===== config.mk =====
export PLATFORM = sky130hd
export DESIGN_NAME = tcw_ctrl
export DESIGN_NICKNAME = d
export VERILOG_FILES = /design/src/design/tcw_pkg.sv /design/src/design/tcw_ctrl.sv
export SDC_FILE = /design/constraint.sdc
export NUM_CORES = 1
export LEC_CHECK = 0
export ABC_CLOCK_PERIOD_IN_PS = 1900
export CAP_MARGIN = 20
export CORE_AREA = 5 5 42 44
export DETAILED_ROUTE_END_ITERATION = 8
export DIE_AREA = 0 0 47 49
export DONT_BUFFER_PORTS = 1
export SYNTH_ARGS = -nofsm -noshare
export SYNTH_HDL_FRONTEND = slang
export SYNTH_SLANG_ARGS = --single-unit

===== constraint.sdc =====
create_clock -name i_clk -period 1.9 [get_ports i_clk]
set_input_delay 0.19 -clock i_clk [delete_from_list [all_inputs] [get_ports i_clk]]
set_output_delay 0.19 -clock i_clk [all_outputs]
set_load 0.005 [all_outputs]

===== src/design/tcw_pkg.sv =====
// Package for the text console writer: geometry constants, command and
// character codes, controller states and the controller/datapath structs.
// No dependencies.
`default_nettype none

package tcw_pkg;

    localparam int COLUMNS    = 80;
    localparam int ROWS       = 25;
    localparam int CELL_COUNT = COLUMNS * ROWS;
    localparam int ADDR_W     = $clog2(CELL_COUNT);
    localparam int CELL_W     = 16;

    localparam logic [ADDR_W-1:0] COLS_A      = ADDR_W'(COLUMNS);
    localparam logic [ADDR_W-1:0] COPY_LAST_A = ADDR_W'(CELL_COUNT - COLUMNS - 1);
    localparam logic [ADDR_W-1:0] FILL_FIRST_A = ADDR_W'(CELL_COUNT - COLUMNS);
    localparam logic [ADDR_W-1:0] CELL_LAST_A = ADDR_W'(CELL_COUNT - 1);

    localparam logic [8:0] COL_LIM  = 9'(COLUMNS);
    localparam logic [7:0] ROW_LIM  = 8'(ROWS);
    localparam logic [7:0] COL_LAST = 8'(COLUMNS - 1);
    localparam logic [6:0] ROW_LAST = 7'(ROWS - 1);

    localparam logic [7:0] CH_NEWLINE   = 8'd10;
    localparam logic [7:0] CH_BACKSPACE = 8'd8;
    localparam logic [7:0] CH_EOF       = 8'd4;
    localparam logic [7:0] CH_BLANK     = 8'h20;
    localparam logic [7:0] COLOR_RESET  = 8'h07;

    typedef enum logic [1:0] {
        CMD_WRITE = 2'd0,
        CMD_CLEAR = 2'd1,
        CMD_SET   = 2'd2,
        CMD_READ  = 2'd3
    } t_cmd;

    typedef enum logic [1:0] {
        CK_PRINT,
        CK_NEWLINE,
        CK_BACKSPACE,
        CK_EOF
    } t_char_kind;

    typedef enum logic [2:0] {
        CUR_HOLD,
        CUR_NEWLINE,
        CUR_BACK,
        CUR_INC,
        CUR_HOME,
        CUR_SET
    } t_cur_op;

    typedef enum logic [1:0] {
        WR_NONE,
        WR_CHAR_CUR,
        WR_BLANK_CUR,
        WR_BLANK_PTR
    } t_wr_op;

    typedef enum logic [2:0] {
        S_IDLE,
        S_EXEC,
        S_COPY,
        S_DRAIN,
        S_FILL,
        S_WRITE,
        S_READ,
        S_DONE
    } t_state;

    typedef struct packed {
        logic    accept;
        t_cur_op cur_op;
        t_wr_op  wr_op;
        logic    copy_step;
        logic    ptr_load;
        logic    ptr_fill_start;
        logic    mark_scroll;
        logic    cell_capture;
        logic    out_load;
    } t_ctrl_cmd;

    typedef struct packed {
        t_cmd       cmd;
        t_char_kind kind;
        logic       c_last;
        logic       r_last;
        logic       c_zero;
        logic       in_range;
        logic       copy_last;
        logic       fill_last;
        logic       out_free;
    } t_dp_status;

endpackage

`default_nettype wire


===== src/design/tcw_ctrl.sv =====
// Controller of the text console writer: sequences each command as steps
// of the datapath. Depends on tcw_pkg.
`default_nettype none

module tcw_ctrl (
    input  wire logic                i_clk,
    input  wire logic                i_rst_n,
    input  wire logic                i_in_valid,
    output logic                     o_in_ready,
    input  wire tcw_pkg::t_dp_status i_status,
    output tcw_pkg::t_ctrl_cmd       o_cmd
);
    import tcw_pkg::*;

    t_state r_state;
    t_state n_state;

    always_ff @(posedge i_clk) begin
        if (!i_rst_n) begin
            r_state <= S_IDLE;
        end else begin
            r_state <= n_state;
        end
    end

    always_comb begin
        n_state    = r_state;
        o_in_ready = 1'b0;
        o_cmd      = '{accept: 1'b0, cur_op: CUR_HOLD, wr_op: WR_NONE, copy_step: 1'b0,
                       ptr_load: 1'b0, ptr_fill_start: 1'b0, mark_scroll: 1'b0,
                       cell_capture: 1'b0, out_load: 1'b0};
        case (r_state)
            S_IDLE: begin
                o_in_ready   = 1'b1;
                o_cmd.accept = i_in_valid;
                if (i_in_valid) begin
                    n_state = S_EXEC;
                end
            end
            S_EXEC: begin
                case (i_status.cmd)
                    CMD_WRITE: begin
                        case (i_status.kind)
                            CK_NEWLINE: begin
                                o_cmd.cur_op = CUR_NEWLINE;
                                if (i_status.r_last) begin
                                    o_cmd.mark_scroll = 1'b1;
                                    o_cmd.ptr_load    = 1'b1;
                                    n_state           = S_COPY;
                                end else begin
                                    n_state = S_DONE;
                                end
                            end
                            CK_BACKSPACE: begin
                                if (!i_status.c_zero) begin
                                    o_cmd.cur_op = CUR_BACK;
                                    n_state      = S_WRITE;
                                end else begin
                                    n_state = S_DONE;
                                end
                            end
                            CK_EOF: begin
                                n_state = S_DONE;
                            end
                            default: begin
                                if (i_status.c_last) begin
                                    o_cmd.cur_op = CUR_NEWLINE;
                                    if (i_status.r_last) begin
                                        o_cmd.mark_scroll = 1'b1;
                                        o_cmd.ptr_load    = 1'b1;
                                        n_state           = S_COPY;
                                    end else begin
                                        n_state = S_WRITE;
                                    end
                                end else begin
                                    n_state = S_WRITE;
                                end
                            end
                        endcase
                    end
                    CMD_CLEAR: begin
                        o_cmd.cur_op   = CUR_HOME;
                        o_cmd.ptr_load = 1'b1;
                        n_state        = S_FILL;
                    end
                    CMD_SET: begin
                        if (i_status.in_range) begin
                            o_cmd.cur_op = CUR_SET;
                        end
                        n_state = S_DONE;
                    end
                    default: begin
                        n_state = i_status.in_range ? S_READ : S_DONE;
                    end
                endcase
            end
            S_COPY: begin
                o_cmd.copy_step = 1'b1;
                if (i_status.copy_last) begin
                    n_state = S_DRAIN;
                end
            end
            S_DRAIN: begin
                o_cmd.ptr_load       = 1'b1;
                o_cmd.ptr_fill_start = 1'b1;
                n_state              = S_FILL;
            end
            S_FILL: begin
                o_cmd.wr_op = WR_BLANK_PTR;
                if (i_status.fill_last) begin
                    if (i_status.cmd == CMD_CLEAR || i_status.kind == CK_NEWLINE) begin
                        n_state = S_DONE;
                    end else begin
                        n_state = S_WRITE;
                    end
                end
            end
            S_WRITE: begin
                if (i_status.kind == CK_BACKSPACE) begin
                    o_cmd.wr_op = WR_BLANK_CUR;
                end else begin
                    o_cmd.wr_op  = WR_CHAR_CUR;
                    o_cmd.cur_op = CUR_INC;
                end
                n_state = S_DONE;
            end
            S_READ: begin
                o_cmd.cell_capture = 1'b1;
                n_state            = S_DONE;
            end
            S_DONE: begin
                if (i_status.out_free) begin
                    o_cmd.out_load = 1'b1;
                    n_state        = S_IDLE;
                end
            end
            default: begin
                n_state = S_IDLE;
            end
        endcase
    end

endmodule

`default_nettype wire


# [After elaboration in Yosys (flattened, before gate mapping)]
# Index checks and enable logic that the tools add are counted.
[totals] register_bits=3 inputBits=14 word_cells=59
[op_classes] n_mux=36 eq_ne=16 reduce_logical=6
[ops] op="$pmux W3 S3" n=3
[ops] op="$mux W3" n=8
[ops] op="$pmux W3 S7" n=1
[ops] op="$mux W1" n=13
[ops] op="$eq A3 B3 Y1 const B" n=4
[ops] op="$mux W2" n=5
[ops] op="$ne A2 B2 Y1 const B" n=4
[ops] op="$eq A2 B2 Y1 const B" n=3
[ops] op="$eq A3 B2 Y1 const B" n=2
[ops] op="$pmux W1 S2" n=3
[ops] op="$pmux W2 S3" n=1
[ops] op="$pmux W3 S2" n=1
[ops] op="$eq A2 B1 Y1 const B" n=2
[ops] op="$pmux W2 S2" n=1
[ops] op="$reduce_and A4 Y1" n=1
[ops] op="$reduce_or A2 Y1" n=2
[ops] op="$eq A3 B1 Y1 const B" n=1
[ops] op="$logic_not A3 Y1" n=1
[ops] op="$logic_not A2 Y1" n=1
[ops] op="$logic_or A1 B1 Y1" n=1

# [Depth between registers and ports, before layout]
[depth] word_depth=5 depth_mapped=6 ltp_nobuf=6

# [Least setup slack after synthesis]
# OpenSTA, ideal clock, no wires.
[synth_timing] path_type="register to register" start="register r_state[0]" end="register r_state[0]" synth_period_minus_slack_ns=1.188 path_slack_ns=0.712 n_path_buf=1 t_required_ns=1.768 path_stages_with_launch=5 t_arrival_ns=1.056 path_cell_list="dfxtp_1 -> buf_6 -> or4b_1 -> o311ai_1 -> a211oi_2"
[synth_via] elab_chain_cells=3 elab_cells_between_ends=15 classes_between="eq/ne: 11; mux: 1; reduce/logical: 3"
[synth_lines] element="from (decl)" line="tcw_ctrl.sv:15" text="t_state r_state;"
[synth_lines] element="from (signal assigned)" line="tcw_ctrl.sv:22" text="r_state <= n_state;"
[synth_lines] element="$eq A3 B3 Y1 (tied with other cells)" line="tcw_ctrl.sv:32" text="case (r_state)"
[synth_lines] element="$reduce_or A2 Y1 (no source line) / $ne A2 B2 Y1 (equally long branches)"
[synth_lines] element="$pmux W3 S7 / $reduce_and A4 Y1 (equally long branches)"
# Several ways; a longest one is shown, not always the timed one.
# A chain may end at the register's enable or synchronous reset.

==> results.yml <==
synth:
  ys_async_sr_fraction_pct: 0
  synth_nets: 92
  ys_top_cells_by_area: "dfxtp_1 12%, ha_1 10%, nand2b_1 7.6%"
  ys.flop_type: "dfxtp_1"
  synthCells: 74
  yosysTopAreaCellShare_pct: 12.1
  ys_seq_area_share_pct: 12.1
  ys_ff_latch: 3
  ys_types: 29
  synth.avg_cell_area_sq_um: 6.70
  yosys_warnings: 0
  synth_top_area_cell: "dfxtp_1"
  synth_common_cells: "8 x nor2_1, 7 x nand2_1, 6 x a21oi_1, 6 x nand2b_1"
  synth_edf_count: 0
  syn_area_sq_um: 495
  yosysMostFrequentCell: "nor2_1"
clock_tree:
  hold_buffers: 0
  cts_tree: "done"
  postCtsSetupBuffers: 0
  cts.sinks: 3
  clk_path_buf_depth: 2
  cts_max_level: 1
  root_buffer: "clkbuf_4"
  ctsResizeCount: 0
  cts_buffers: 3
  cts.clk_slew.worst_paths_ns: 0.04
  clock_latency_ns: 0.24
die:
  die_h_um: 49
  dieArea_sq_um: 2300
  io_pins: 27
  die_w_um: 47
  rows: 14
  core_area_sq_um: 1400
  start_util_pct: 35.4
global_routing:
  grt_max_degree: 18
  grt_pass1_wl_mm: 2.17
  grt_antenna_before_repair: 0
  track_usage_pct: 12.4
  overflow: 0
  grt_pass1_vias: 504
placed_design:
  hpwl_mm: 1.00
  portBuffers: 0
  place_area_sq_um: 483
  gp_congestion: 0.763
layout:
  drive_gt1_share_pct: 5.48
  area_growth_pct: 2.78
  nNetsFinal: 92
  n_antenna_cell: 0
  largestRegisters: "r_state (3)"
  top_register: "r_state"
  fin_area_sq_um: 509
  largest_register_ff_count: 3
detailed_routing:
  num_vias: 506
  met3_length_um: 120
  drc: 0
  drt_iter0_markers: 9
  avgViaCountPerCell: 5.69
  firstDrtPassIters: 4
  m1WireLength_um: 531
  topRoutingLayerUsed: "met4"
  drt-total-wl_mm: 1.25
  wl_per_cell_um: 14.1
  wl_met2_um: 589
  ant_nets: 0
timing:
  rsz0062_at_grt: "false"
  relSlewSlack_pct: 67.4
  hold_viol: 0
  min_period_ns: 1.58
  drv_slew: 0
  tightest_slew_ns: 0.488
  setup_viol: 0
  period_share_pct: 83.2
  fmax_ghz: 0.632
  fin_skew_ns: 0.00297
  fin_tns_setup_ns: 0
setup_path:
  worstPathArrival_ns: 1.39
  worstSetupPathType: "reg2out"
  worst_setup_path_end_kind: "output pin"
  start_kind: "flop"
  reg2reg_from: "r_state[0]"
  cp.required_ns: 1.71
  critPathMaxFanout: 17
  startpoint: "r_state[0]"
job:
  maxCapViolCount: 0
power_and_ir_drop:
  vdd_drop_max_v: 0.000397
  power_density_nw_per_um2: 1000
  p_leak_nw: 0.187
status:
  status: "finished clean"
min_path:
  min_from: "i_rst_n"
  hold_path_class: "in2reg"
-- path summary, 6_finish.rpt --
path,end,slack (ns),depth (start not counted)
worst max-delay path,o_cmd[2],0.32,2
worst min-delay path,r_state[2],0.08,2
worst max register to register,r_state[0],0.50,3
worst min register to register,r_state[2],0.62,2
-- per-stage QoR --
stage | power, mW | utilization, % | setup WS, ns | cells | hold WS, ns
CTS | 0.513 | 36.3 | 0.330 | 89 | 0.0892
global route | 0.557 | 36.3 | 0.167 | 89 | 0.101
detailed placement | 0.396 | 34.5 | 0.508 | 85 | 0.336
finish | 0.511 | 36.3 | 0.319 | 89 | 0.0833
global placement | 0.391 | 34.5 | 0.542 | 85 | 0.331
floorplan | 0.382 | - | 0.712 | 74 | 0.323
-- power by group --
group / internal [mW] / switching, mW / total (mW)
Sequential: 0.0872 / 0.0847 / 0.172
Clock: 0.0791 / 0.0392 / 0.118
Combinational: 0.0951 / 0.126 / 0.221
Total: 0.261 / 0.250 / 0.511
-- cell usage in the layout, fill, tap and decap left out --
cell and count:
nor3b_1 2, and2_1 3, nand4b_1 2, or4b_1 1
dfxtp_1 3, mux2i_1 1, o311ai_1 2, nor2_1 8
nand3_1 2, o21ai_0 2, o31a_1 1, nor2b_1 1
o21ai_1 3, nand2_1 7, ha_1 4, a21oi_1 6
nor4_1 2, a32oi_1 1, clkbuf_1 1, a211oi_1 1
nand4_1 1, inv_1 4, a211oi_2 1, nor3_1 4
clkbuf_4 3, nand2b_1 6, a21boi_0 1
-- routing by layer --
layer / up-vias / global-route usage [%]
li1: 263 / -
met5: - / 0
met4: 0 / 4.15
met1: 225 / 14.7
met3: 3 / 7.38
met2: 15 / 18.1
-- layout make-up --
class	count	area (sq um)
Inverter	4	15.0
Tap cell	16	20.0
Sequential cell	3	60.1
Multi-Input combinational cell	62	388
Fill cell	165	892
Clock buffer	4	26.3
-- critical path: stages, from the launching register on --
cell and delay (ns):
dfxtp_1 0.62, nand2b_1 0.23, nor3_1 0.30
-- logic make-up after synthesis --
| kind of cell | share of synthesized area [%] |
|---|---|
| AO/OA/AOI/OAI | 23.7 |
| AND/OR/NAND/NOR | 42.4 |
| adder cells (fa/ha/maj) | 10.1 |
| multiplexers | 2.02 |
| buffers and inverters | 9.59 |
| flip-flops | 12.1 |
No activity file was read; power rests on OpenSTA's default activity.
